## src/rtl/cle_pkg.sv

```systemverilog
package cle_pkg;

   // request codes
   typedef enum logic [2:0] {
      MODE_INS_FRONT = 3'd0,
      MODE_INS_END   = 3'd1,
      MODE_DEL_FRONT = 3'd2,
      MODE_DEL_AFTER = 3'd3,
      MODE_LIST      = 3'd4
   } mode_type;

   // answer codes
   typedef enum logic [2:0] {
      ST_DONE      = 3'd0,
      ST_FULL      = 3'd1,
      ST_EMPTY     = 3'd2,
      ST_NOT_FOUND = 3'd3,
      ST_LISTED    = 3'd4
   } status_type;

   typedef enum logic [3:0] {
      S_IDLE,
      S_SCAN,
      S_INS_NODE,
      S_INS_TAIL,
      S_DF_LINK,
      S_DA_CMP,
      S_DA_DEL,
      S_LS_EMIT,
      S_RESPOND
   } state_type;

   typedef struct packed {
      logic [2:0]         mode;
      logic signed [31:0] operand_value;
   } req_type;

   typedef struct packed {
      status_type         status;
      logic signed [31:0] element_value;
      logic               last_of_run;
   } rsp_type;

   // node store strobes
   typedef struct packed {
      logic rd_en;
      logic val_we;
      logic link_we;
   } ram_ctl_type;

endpackage

```

## src/rtl/cle_node_ram.sv

```systemverilog
module cle_node_ram
   import cle_pkg::*;
#(
   parameter int unsigned POOL_DEPTH = 16
) (
   input  logic                          clock,
   input  ram_ctl_type                   ram_ctl,
   input  logic [$clog2(POOL_DEPTH)-1:0] wr_addr,
   input  logic signed [31:0]            wr_value,
   input  logic [$clog2(POOL_DEPTH)-1:0] wr_link,
   input  logic [$clog2(POOL_DEPTH)-1:0] rd_addr,
   output logic signed [31:0]            rd_value,
   output logic [$clog2(POOL_DEPTH)-1:0] rd_link
);

   localparam int unsigned IDX_W = $clog2(POOL_DEPTH);

   logic signed [31:0] value_mem [POOL_DEPTH];
   logic [IDX_W-1:0]   link_mem  [POOL_DEPTH];
   logic signed [31:0] rd_value_ff;
   logic [IDX_W-1:0]   rd_link_ff;

   always_ff @(posedge clock) begin
      if (ram_ctl.val_we) begin
         value_mem[wr_addr] <= wr_value;
      end
      if (ram_ctl.link_we) begin
         link_mem[wr_addr] <= wr_link;
      end
   end

   // read data holds while rd_en is low
   always_ff @(posedge clock) begin
      if (ram_ctl.rd_en) begin
         rd_value_ff <= value_mem[rd_addr];
         rd_link_ff  <= link_mem[rd_addr];
      end
   end

   assign rd_value = rd_value_ff;
   assign rd_link  = rd_link_ff;

endmodule

```

## src/rtl/cle_ctrl.sv

```systemverilog
module cle_ctrl
   import cle_pkg::*;
#(
   parameter int unsigned POOL_DEPTH = 16
) (
   input  logic                          clock,
   input  logic                          reset,
   input  logic                          req_valid,
   output logic                          req_ready,
   input  req_type                       req_word,
   input  logic                          slot_free,
   output logic                          rsp_load,
   output rsp_type                       rsp_next,
   output ram_ctl_type                   ram_ctl,
   output logic [$clog2(POOL_DEPTH)-1:0] wr_addr,
   output logic signed [31:0]            wr_value,
   output logic [$clog2(POOL_DEPTH)-1:0] wr_link,
   output logic [$clog2(POOL_DEPTH)-1:0] rd_addr,
   input  logic signed [31:0]            rd_value,
   input  logic [$clog2(POOL_DEPTH)-1:0] rd_link
);

   localparam int unsigned IDX_W = $clog2(POOL_DEPTH);
   localparam int unsigned CNT_W = $clog2(POOL_DEPTH + 1);

   state_type             state_ff, state_in;
   logic [IDX_W-1:0]      head_ff, head_in;
   logic [IDX_W-1:0]      tail_ff, tail_in;
   logic [CNT_W-1:0]      count_ff, count_in;
   logic [POOL_DEPTH-1:0] free_ff, free_in;
   logic [2:0]            mode_ff, mode_in;
   logic signed [31:0]    key_ff, key_in;
   logic [IDX_W-1:0]      cursor_ff, cursor_in;
   logic [IDX_W-1:0]      prev_ff, prev_in;
   logic [CNT_W-1:0]      step_ff, step_in;
   status_type            status_ff, status_in;

   logic count_zero;
   logic count_one;
   logic count_full;
   logic key_hit;
   logic walk_last;

   assign count_zero = (count_ff == '0);
   assign count_one  = (count_ff == CNT_W'(1));
   assign count_full = (count_ff == CNT_W'(POOL_DEPTH));
   assign key_hit    = (rd_value == key_ff);
   assign walk_last  = ((step_ff + CNT_W'(1)) == count_ff);

   assign req_ready = (state_ff == S_IDLE);

   // next state
   always_comb begin
      state_in = state_ff;
      case (state_ff)
         S_IDLE: begin
            if (req_valid) begin
               case (req_word.mode)
                  MODE_INS_FRONT, MODE_INS_END: begin
                     state_in = count_full ? S_RESPOND : S_SCAN;
                  end
                  MODE_DEL_FRONT: begin
                     state_in = (count_zero || count_one) ? S_RESPOND : S_DF_LINK;
                  end
                  MODE_DEL_AFTER: begin
                     state_in = count_zero ? S_RESPOND : S_DA_CMP;
                  end
                  MODE_LIST: begin
                     state_in = count_zero ? S_RESPOND : S_LS_EMIT;
                  end
                  default: begin
                     state_in = S_RESPOND;
                  end
               endcase
            end
         end
         S_SCAN: begin
            if (free_ff[cursor_ff]) begin
               state_in = S_INS_NODE;
            end
         end
         S_INS_NODE: begin
            state_in = count_zero ? S_RESPOND : S_INS_TAIL;
         end
         S_INS_TAIL, S_DF_LINK, S_DA_DEL: begin
            state_in = S_RESPOND;
         end
         S_DA_CMP: begin
            if (key_hit) begin
               state_in = count_one ? S_RESPOND : S_DA_DEL;
            end else if (walk_last) begin
               state_in = S_RESPOND;
            end
         end
         S_LS_EMIT: begin
            if (slot_free && walk_last) begin
               state_in = S_IDLE;
            end
         end
         S_RESPOND: begin
            if (slot_free) begin
               state_in = S_IDLE;
            end
         end
         default: begin
            state_in = S_IDLE;
         end
      endcase
   end

   // datapath and strobes
   always_comb begin
      head_in   = head_ff;
      tail_in   = tail_ff;
      count_in  = count_ff;
      free_in   = free_ff;
      mode_in   = mode_ff;
      key_in    = key_ff;
      cursor_in = cursor_ff;
      prev_in   = prev_ff;
      step_in   = step_ff;
      status_in = status_ff;
      ram_ctl   = '0;
      wr_addr   = cursor_ff;
      wr_value  = key_ff;
      wr_link   = head_ff;
      rd_addr   = head_ff;
      rsp_load  = 1'b0;
      rsp_next  = '{status: status_ff, element_value: '0, last_of_run: 1'b1};
      case (state_ff)
         S_IDLE: begin
            if (req_valid) begin
               mode_in   = req_word.mode;
               key_in    = req_word.operand_value;
               step_in   = '0;
               status_in = ST_DONE;
               case (req_word.mode)
                  MODE_INS_FRONT, MODE_INS_END: begin
                     cursor_in = '0;
                     if (count_full) begin
                        status_in = ST_FULL;
                     end
                  end
                  MODE_DEL_FRONT: begin
                     if (count_zero) begin
                        status_in = ST_EMPTY;
                     end else if (count_one) begin
                        free_in[head_ff] = 1'b1;
                        count_in         = '0;
                     end else begin
                        ram_ctl.rd_en = 1'b1;
                     end
                  end
                  MODE_DEL_AFTER: begin
                     cursor_in = head_ff;
                     if (count_zero) begin
                        status_in = ST_EMPTY;
                     end else begin
                        ram_ctl.rd_en = 1'b1;
                     end
                  end
                  MODE_LIST: begin
                     if (count_zero) begin
                        status_in = ST_EMPTY;
                     end else begin
                        ram_ctl.rd_en = 1'b1;
                     end
                  end
                  default: begin
                     status_in = ST_DONE;
                  end
               endcase
            end
         end
         S_SCAN: begin
            if (!free_ff[cursor_ff]) begin
               cursor_in = cursor_ff + IDX_W'(1);
            end
         end
         S_INS_NODE: begin
            ram_ctl.val_we  = 1'b1;
            ram_ctl.link_we = 1'b1;
            wr_link         = count_zero ? cursor_ff : head_ff;
            if (count_zero) begin
               head_in            = cursor_ff;
               tail_in            = cursor_ff;
               free_in[cursor_ff] = 1'b0;
               count_in           = count_ff + CNT_W'(1);
            end
         end
         S_INS_TAIL: begin
            ram_ctl.link_we = 1'b1;
            wr_addr         = tail_ff;
            wr_link         = cursor_ff;
            if (mode_ff == MODE_INS_END) begin
               tail_in = cursor_ff;
            end else begin
               head_in = cursor_ff;
            end
            free_in[cursor_ff] = 1'b0;
            count_in           = count_ff + CNT_W'(1);
         end
         S_DF_LINK: begin
            // rd_link is the old head's successor
            ram_ctl.link_we  = 1'b1;
            wr_addr          = tail_ff;
            wr_link          = rd_link;
            head_in          = rd_link;
            free_in[head_ff] = 1'b1;
            count_in         = count_ff - CNT_W'(1);
         end
         S_DA_CMP: begin
            if (key_hit) begin
               if (count_one) begin
                  free_in[head_ff] = 1'b1;
                  count_in         = '0;
               end else begin
                  // fetch the victim to learn its successor
                  prev_in       = cursor_ff;
                  cursor_in     = rd_link;
                  rd_addr       = rd_link;
                  ram_ctl.rd_en = 1'b1;
               end
            end else if (walk_last) begin
               status_in = ST_NOT_FOUND;
            end else begin
               cursor_in     = rd_link;
               step_in       = step_ff + CNT_W'(1);
               rd_addr       = rd_link;
               ram_ctl.rd_en = 1'b1;
            end
         end
         S_DA_DEL: begin
            // cursor is the victim, prev its predecessor
            ram_ctl.link_we = 1'b1;
            wr_link         = rd_link;
            if (cursor_ff == head_ff) begin
               wr_addr = tail_ff;
               head_in = rd_link;
            end else begin
               wr_addr = prev_ff;
               if (cursor_ff == tail_ff) begin
                  tail_in = prev_ff;
               end
            end
            free_in[cursor_ff] = 1'b1;
            count_in           = count_ff - CNT_W'(1);
         end
         S_LS_EMIT: begin
            rsp_next = '{status: ST_LISTED, element_value: rd_value,
                         last_of_run: walk_last};
            if (slot_free) begin
               rsp_load = 1'b1;
               if (!walk_last) begin
                  step_in       = step_ff + CNT_W'(1);
                  rd_addr       = rd_link;
                  ram_ctl.rd_en = 1'b1;
               end
            end
         end
         S_RESPOND: begin
            rsp_load = slot_free;
         end
         default: begin
            rsp_load = 1'b0;
         end
      endcase
   end

   always_ff @(posedge clock) begin
      if (reset) begin
         state_ff <= S_IDLE;
         head_ff  <= '0;
         tail_ff  <= '0;
         count_ff <= '0;
         free_ff  <= '1;
      end else begin
         state_ff <= state_in;
         head_ff  <= head_in;
         tail_ff  <= tail_in;
         count_ff <= count_in;
         free_ff  <= free_in;
      end
   end

   always_ff @(posedge clock) begin
      mode_ff   <= mode_in;
      key_ff    <= key_in;
      cursor_ff <= cursor_in;
      prev_ff   <= prev_in;
      step_ff   <= step_in;
      status_ff <= status_in;
   end

`ifndef SYNTHESIS
   a_count_bound: assert property (@(posedge clock) disable iff (reset)
      count_ff <= CNT_W'(POOL_DEPTH))
      else $error("element count beyond pool depth");

   a_free_balance: assert property (@(posedge clock) disable iff (reset)
      $countones(free_ff) == (POOL_DEPTH - count_ff))
      else $error("free map out of step with element count");

   a_single_node: assert property (@(posedge clock) disable iff (reset)
      count_one |-> (head_ff == tail_ff))
      else $error("single element but head and tail differ");

   a_head_held: assert property (@(posedge clock) disable iff (reset)
      !count_zero |-> !free_ff[head_ff])
      else $error("head node marked free");
`endif

endmodule

```

## src/rtl/circular_list_engine.sv

```systemverilog
// Channel   Dir  Word       Accepted when
// req_      in   req_type   req_valid & req_ready
// rsp_      out  rsp_type   rsp_valid & rsp_ready
//
// One request at a time; req_ready is high only while the sequencer idles.
// Insert: free-map scan (one node a cycle), then the node write and, on a
// non-empty list, the tail link write; a full pool is answered without a scan.
// Delete after compares one node a cycle. List: one element per cycle
// while the response register is free, set by the single store read port.
// Synchronous reset empties the list at once; the node store needs no clear.
// A full response register stalls only the sequencer; a new request is
// taken while the last answer still waits.
module circular_list_engine
   import cle_pkg::*;
#(
   parameter int unsigned POOL_DEPTH = 16
) (
   input  logic    clock,
   input  logic    reset,
   input  logic    req_valid,
   output logic    req_ready,
   input  req_type req_word,
   output logic    rsp_valid,
   input  logic    rsp_ready,
   output rsp_type rsp_word
);

   localparam int unsigned IDX_W = $clog2(POOL_DEPTH);

   ram_ctl_type        ram_ctl;
   logic [IDX_W-1:0]   wr_addr;
   logic signed [31:0] wr_value;
   logic [IDX_W-1:0]   wr_link;
   logic [IDX_W-1:0]   rd_addr;
   logic signed [31:0] rd_value;
   logic [IDX_W-1:0]   rd_link;

   logic    slot_free;
   logic    rsp_load;
   rsp_type rsp_next;

   logic    rsp_valid_ff, rsp_valid_in;
   rsp_type rsp_word_ff, rsp_word_in;

   cle_ctrl #(
      .POOL_DEPTH (POOL_DEPTH)
   ) u_ctrl (
      .clock     (clock),
      .reset     (reset),
      .req_valid (req_valid),
      .req_ready (req_ready),
      .req_word  (req_word),
      .slot_free (slot_free),
      .rsp_load  (rsp_load),
      .rsp_next  (rsp_next),
      .ram_ctl   (ram_ctl),
      .wr_addr   (wr_addr),
      .wr_value  (wr_value),
      .wr_link   (wr_link),
      .rd_addr   (rd_addr),
      .rd_value  (rd_value),
      .rd_link   (rd_link)
   );

   cle_node_ram #(
      .POOL_DEPTH (POOL_DEPTH)
   ) u_node_ram (
      .clock    (clock),
      .ram_ctl  (ram_ctl),
      .wr_addr  (wr_addr),
      .wr_value (wr_value),
      .wr_link  (wr_link),
      .rd_addr  (rd_addr),
      .rd_value (rd_value),
      .rd_link  (rd_link)
   );

   // output register: free when empty or being drained this cycle
   assign slot_free = !rsp_valid_ff || rsp_ready;

   always_comb begin
      rsp_valid_in = rsp_valid_ff;
      rsp_word_in  = rsp_word_ff;
      if (rsp_load) begin
         rsp_valid_in = 1'b1;
         rsp_word_in  = rsp_next;
      end else if (rsp_ready) begin
         rsp_valid_in = 1'b0;
      end
   end

   always_ff @(posedge clock) begin
      if (reset) begin
         rsp_valid_ff <= 1'b0;
      end else begin
         rsp_valid_ff <= rsp_valid_in;
      end
   end

   always_ff @(posedge clock) begin
      rsp_word_ff <= rsp_word_in;
   end

   assign rsp_valid = rsp_valid_ff;
   assign rsp_word  = rsp_word_ff;

endmodule
```

## config.mk

```make
export PLATFORM = sky130hd
export DESIGN_NAME = circular_list_engine
export DESIGN_NICKNAME = d
export VERILOG_FILES = /design/src/rtl/cle_pkg.sv /design/src/rtl/cle_node_ram.sv /design/src/rtl/cle_ctrl.sv /design/src/rtl/circular_list_engine.sv
export SDC_FILE = /design/constraint.sdc
export NUM_CORES = 1
export LEC_CHECK = 0
export ABC_AREA = 1
export BUFFER_PORTS_ARGS = -buffer_cell sky130_fd_sc_hd__buf_2
export CORE_MARGIN = 10
export CORE_UTILIZATION = 34
export DETAILED_ROUTE_END_ITERATION = 10
export PLACE_DENSITY_LB_ADDON = 0.2
export RECOVER_POWER = 25
export SKIP_CTS_REPAIR_TIMING = 1
export SYNTH_ARGS = -nofsm -noshare
export SYNTH_HDL_FRONTEND = slang
export SYNTH_SLANG_ARGS = --single-unit
```

## constraint.sdc

```tcl
create_clock -name clock -period 5.5 [get_ports clock]
set_input_delay 0 -clock clock [delete_from_list [all_inputs] [get_ports clock]]
set_output_delay 0 -clock clock [all_outputs]
set_load 0.005 [all_outputs]
```

# Yosys cells after proc, flatten, opt, wreduce, memory -nomap -nowiden

Memory sizes are Yosys's and may differ from the RTL's. A register that Yosys moved wholly into a read port is not among the register bits.
Index checks and enable logic that the tools add are counted.

Register bits after elaboration: 121
RAM bits: 576
Input port bits: 39
Output and inout port bits: 38
Logic and storage cells: 193
Memories: 2

Memories:

| name                 | depth | width | read ports | clocked after memory_dff | write ports | line               | text |
|---|---|---|---|---|---|---|---|
| u_node_ram.value_mem | 16    | 32    | 1          | 1                        | 1           | cle_node_ram.sv:18 | `logic signed [31:0] value_mem [POOL_DEPTH];` |
| u_node_ram.link_mem  | 16    | 4     | 1          | 1                        | 1           | cle_node_ram.sv:19 | `logic [IDX_W-1:0] link_mem [POOL_DEPTH];` |

Add/subtract/negate cells: 4
$lt $le $gt $ge: 4
Equality and inequality tests: 40
Muxes and demuxes: 89
Bitwise logic cells: 5
Reductions and logical operators: 34

Operators by type and width:

| cell                                                       | count |
|---|---|
| 2-to-1 mux 4 bit                                           | 29 |
| 2-to-1 mux 16 bit                                          | 6 |
| one-hot mux 16 bit (6 select lines)                        | 1 |
| 2-to-1 mux 5 bit                                           | 10 |
| one-hot mux 4 bit (3 select lines)                         | 3 |
| equality test 32 bit                                       | 1 |
| OR 16 bit                                                  | 2 |
| one-hot mux 4 bit (4 select lines)                         | 2 |
| one-hot mux 4 bit (7 select lines)                         | 1 |
| one-hot mux 5 bit (5 select lines)                         | 1 |
| one-hot mux 4 bit (2 select lines)                         | 3 |
| inequality test 2 x 1 -> 1 bit, second input constant      | 11 |
| 2-to-1 mux 1 bit                                           | 20 |
| AND reduction 6 bit                                        | 3 |
| AND 16 bit                                                 | 1 |
| equality test 4 x 3 -> 1 bit, second input constant        | 4 |
| NOT 16 bit                                                 | 1 |
| one-hot mux 5 bit (3 select lines)                         | 1 |
| inequality test 2 bit, second input constant               | 6 |
| one-hot mux 3 bit (2 select lines)                         | 2 |
| adder 5 x 1 -> 5 bit, second input constant                | 2 |
| less-than comparator 4 x 5 -> 1 bit, second input constant | 2 |
| AND reduction 5 bit                                        | 2 |
| 2-to-1 mux 3 bit                                           | 3 |
| 39 further kinds                                           | 59 |

# Depth between registers and ports, before layout

Depth in word-level cells: 10
Depth in mapped cells: 20

# By module

From an unflattened synthesis, not the netlist that was laid out.

Cells, all modules: 3,434
Area total of the unflattened synthesis: 33,489.6 µm²

Modules (own cells, without submodules):

| module               | times used | cells each | area each (µm²) |
|---|---|---|---|
| cle_node_ram         | 1          | 2,413      | 25,907.3 |
| cle_ctrl             | 1          | 980        | 6,458.7 |
| circular_list_engine | 1          | 41         | 1,123.6 |

# Worst setup path before layout

OpenSTA, ideal clock, no wires.

Path type: register -> register
From: register u_ctrl.state_ff[2]
To: memory u_node_ram.value_mem[14][0] (enable)
Setup time: 0.461 ns
Arrival: 3.976 ns
Required time: 5.039 ns
Slack: 1.063 ns
Cell stages (with the launch flop): 13
Path buffers: 0
Cells stage by stage: dfxtp_1 -> inv_2 -> nor2_2 -> inv_2 -> nor2_1 -> clkinv_1 -> nand2_1 -> inv_1 -> a22oi_1 -> inv_1 -> nor2_1 -> inv_1 -> nor3_1

Cells in the longest elaborated chain, start to end: 4
Elaborated cells on any way between the ends: 9

RTL lines:

| what                                   | line               | text |
|---|---|---|
| from (decl)                            | cle_ctrl.sv:26     | `state_type state_ff, state_in;` |
| from (signal assigned)                 | cle_ctrl.sv:278    | `state_ff <= state_in;` |
| equality test 4 x 2 -> 1 bit           | cle_ctrl.sv:130    | `case (state_ff)` |
| 2-to-1 mux 1 bit                       | cle_ctrl.sv:130    |  |
| 2-to-1 mux 1 bit                       | cle_node_ram.sv:24 | `if (ram_ctl.val_we) begin` |
| 2-to-1 mux 1 bit (not written as such) | cle_node_ram.sv:25 | `value_mem[wr_addr] <= wr_value;` |
| to (decl)                              | cle_node_ram.sv:18 |  |

Parallel ways exist; a longest one is shown, timed or not.

# Worst setup path after layout

From: register u_ctrl.key_ff[8], in the netlist u_ctrl.wr_value[8]
To: register u_node_ram.rd_value_ff[13], in the netlist u_node_ram.rd_value[13] (read register of u_node_ram.value_mem) (data pin)

Cells in the longest elaborated chain, start to end: 3
Elaborated cells on any way between the ends: 5

RTL lines:

| what                                                                                            | line               | text |
|---|---|---|
| from (decl)                                                                                     | cle_ctrl.sv:32     | `logic signed [31:0] key_ff, key_in;` |
| from (signal assigned)                                                                          | cle_ctrl.sv:288    | `key_ff <= key_in;` |
| equality test 32 bit *                                                                          | cle_ctrl.sv:47     | `assign key_hit = (rd_value == key_ff);` |
| 2-to-1 mux 1 bit / 2-to-1 mux 4 bit (equally long branches)                                     | cle_ctrl.sv:213    | `if (key_hit) begin` |
| one-hot mux 1 bit (3 select lines) / one-hot mux 4 bit (2 select lines) (equally long branches) | cle_ctrl.sv:130    |  |
| to (decl)                                                                                       | cle_node_ram.sv:20 | `logic signed [31:0] rd_value_ff;` |

Every way passes the cells marked *; elsewhere a longest branch is shown, timed or not.
A chain may end at the register's enable or synchronous reset.

==> metrics.txt <==
status=finished clean; Lkg Pwr=15.09 nW; DRT antenna net count=0; layout cells sized above 1=0.08164; clk sink count=732; register area share after synthesis=0.6545; setup ws final=1.090 ns; most common cell after layout, fill and taps aside=edfxtp_1; Port Buffers=76; Post-Synthesis Cells=3,189; effective utilization at floorplan=0.3424; synth unique cells=50; Tightest Pin Transition=1.164 ns; die width=331.9 µm; leftover overflow at the end of global routing=0; NumNets Final=3,326; final max-slew violation count=0; CTS tree=done; top_reg_cell synth=edfxtp_1; reg2reg end=u_node_ram.rd_value[13]; initial antenna violation count=3; cell taking the most area after synthesis=edfxtp_1; die height=331.9 µm; min-delay src=req_word[23]; Post-Synthesis Net Count=3,237; routability cong.=0.8433; critical path launch point type=register; Max-slew headroom=0.2191; critical path's slowest cell=edfxtp_1; worst-path cell chain=inv_1 > nand2_1 > nand4_1 > nor2_1 > nand2_1 > nor2_1 > nand2_1 > inv_1 > nand2_1 > nand3_1 > nand2_8 > nand2_8 > buf_12 > nand2_1 > nand3_1 > nand3_1 > nand3_1 > nand2_1; Worst-path clk slew=0.06 ns; f_max=226.7 MHz; CP dominant cell by count=nand2_1; core area=0.09657 mm²; Total Routed Length=95,440 µm; Final TNS setup=0 ns; Synth Register Bits=732; WP data arrival=4.80 ns; Crit Path Class=register to register; htree depth=3; drt first pass iters=5; VDD IR max=0.0004494 V; DR DRC count=0; worst skew pair latency=0.64 ns; CP Buf/Inv Count=3; largest cells by area after synthesis=edfxtp_1 (63%), nand3_1 (10%), nand2_1 (6.3%); iteration-0 DRC count of the detailed router=2,017; Design Power=19.06 mW; wire per inst=20.65 µm; reg2reg start=u_ctrl.wr_value[8]; R2R Setup Slk=1.09 ns; Vias per Instance=4.935; first-pass GRT wire length=142,200 µm; Synth top area share=0.6339; R2R depth=18; cell count of the worst hold path=2; # rows=114; detailed-route via count=22,810; Clock Skew=0.03330 ns; largest stage delay on the critical path=0.72 ns; syn_area_per_cell=10.37 µm²; synthesis-to-layout area growth=14.75%; P per Cell Area=502.2 mW/mm²; Max-cap violations=0; RSZ-0062 raised after global routing=false; Critical Path RT=5.89 ns; Async SR Flop Fraction=0; die area=0.1101 mm²; most frequent cells in the layout=edfxtp_1 (698), nand3_1 (678), nand2_1 (554); minimum clock period=4.410 ns; GRT Total Usage=0.1672; CP endpoint kind=register; clk root buf=clkbuf_16; hold endpoint=u_ctrl.wr_value[23]; Final Cycle Share=0.8019; pin count of the biggest net entering global routing=145; HP Class=primary input to register; Yosys warnings=0; worst-path maximum fanout=56; mapped cell area=0.03307 mm²; HPWL after DPL=50,790 µm; vias in the first global route=21,560; num ports=77; pre-CTS setup slack=1.101 ns; largest delay contributor family on the critical path=simple AND/OR/NAND/NOR gates; Max Root-Sink Buffers=3; endpoints failing setup=0; Fin. Hold Viols=0; EDFF count, synth=698; Inserted Clock Buffers=84
[worst max-delay path by stage]
stage	startpoint	to	cells after the start	slack, ns
2_1_floorplan	u_ctrl.state_ff[2]	u_node_ram.value_mem[14][0]	12	1.06
3_3_place_gp	u_ctrl.wr_value[8]	u_node_ram.rd_link[1]	18	1.13
3_5_place_dp	u_ctrl.wr_value[8]	u_node_ram.rd_link[1]	18	1.10
4_1_cts	u_ctrl.wr_value[8]	u_node_ram.rd_link[1]	18	1.07
5_1_grt	u_ctrl.wr_value[9]	u_node_ram.rd_link[1]	18	0.75
6_report	u_ctrl.wr_value[8]	u_node_ram.rd_value[13]	18	1.09
[state kept, by name, summed over array words and instances (netlist names)]
| register | flops |
|---|---|
| u_node_ram.rd_link | 4 |
| rsp_valid | 1 |
| u_ctrl.free_ff | 16 |
| u_ctrl.head_ff | 4 |
| u_ctrl.count_ff | 5 |
| u_node_ram.value_mem | 512 |
| u_ctrl.cursor_ff | 4 |
| u_ctrl.tail_ff | 4 |
| u_ctrl.state_ff | 4 |
| u_ctrl.status_ff | 2 |
| u_node_ram.rd_value | 32 |
| u_ctrl.prev_ff | 4 |
| u_ctrl.mode_ff | 3 |
| rsp_word | 36 |
| u_node_ram.link_mem | 64 |
| u_ctrl.step_ff | 5 |
| u_ctrl.wr_value | 32 |
[power breakdown]
part,internal (mW),switching (mW),total [mW]
registers,7.07,0.513,7.59
logic,1.78,4.44,6.22
clock network,2.96,2.29,5.25
[through the flow]
| stage | util | hold WS (ns) | std cells | area, µm² |
|---|---|---|---|---|
| 2_1_floorplan | - | 0.09887 | 3189 | 33070 |
| 6_report | 0.3929 | 0.07215 | 4621 | 37940 |
| 4_1_cts | 0.3893 | -0.5000 | 4582 | 37590 |
| 3_5_place_dp | 0.3630 | 0.1782 | 4430 | 35050 |
| 5_1_grt | 0.3929 | 0.05585 | 4621 | 37940 |
| 3_3_place_gp | 0.3630 | 0.1783 | 4430 | 35050 |
[area by class of cell]
type,count,area (µm²)
well taps,1276,1597
clock buffers,102,2212
repair buffers,173,1348
multi-input cells,1749,8790
flip-flops and latches,732,21640
clock inverters,50,329.1
diodes,1,2.502
fillers,9403,58620
inverters,538,2024
[synth_stat cells, drive strengths merged, types with 7 or more instances]
cell / count
inv: 534
o211ai: 14
a31oi: 13
a21oi: 23
xnor2: 26
a211oi: 20
dfxtp: 34
nor3: 27
nand3: 679
nand4: 11
o21ai: 78
xor2: 7
ha: 9
buf: 105
clkbuf: 65
nand3b: 105
nand2: 560
nor2: 142
edfxtp: 698
[layer usage]
layer  vias up  GRT usage  part of all wire
met3       136    0.02304             0.052
met4         0    0.04618             0.023
met1     11030     0.2382              0.46
met5         -          0                 0
met2       667     0.2636              0.46
li1      10970          -                 -
[kinds of logic (layout without fill, tap and decap cells)]
kind of cell	after synthesis	count (layout)	synth area share
AOI/OAI and AO/OA	178	178	0.03288
xor gates and xnor gates	33	33	0.008741
adders and majority gates	9	9	0.003406
buffers and inverters	708	863	0.08510
DFF	732	732	0.6545
other	0	1	0
and+or+nand+nor	1529	1529	0.2154
(Power assumes the default switching activity.)
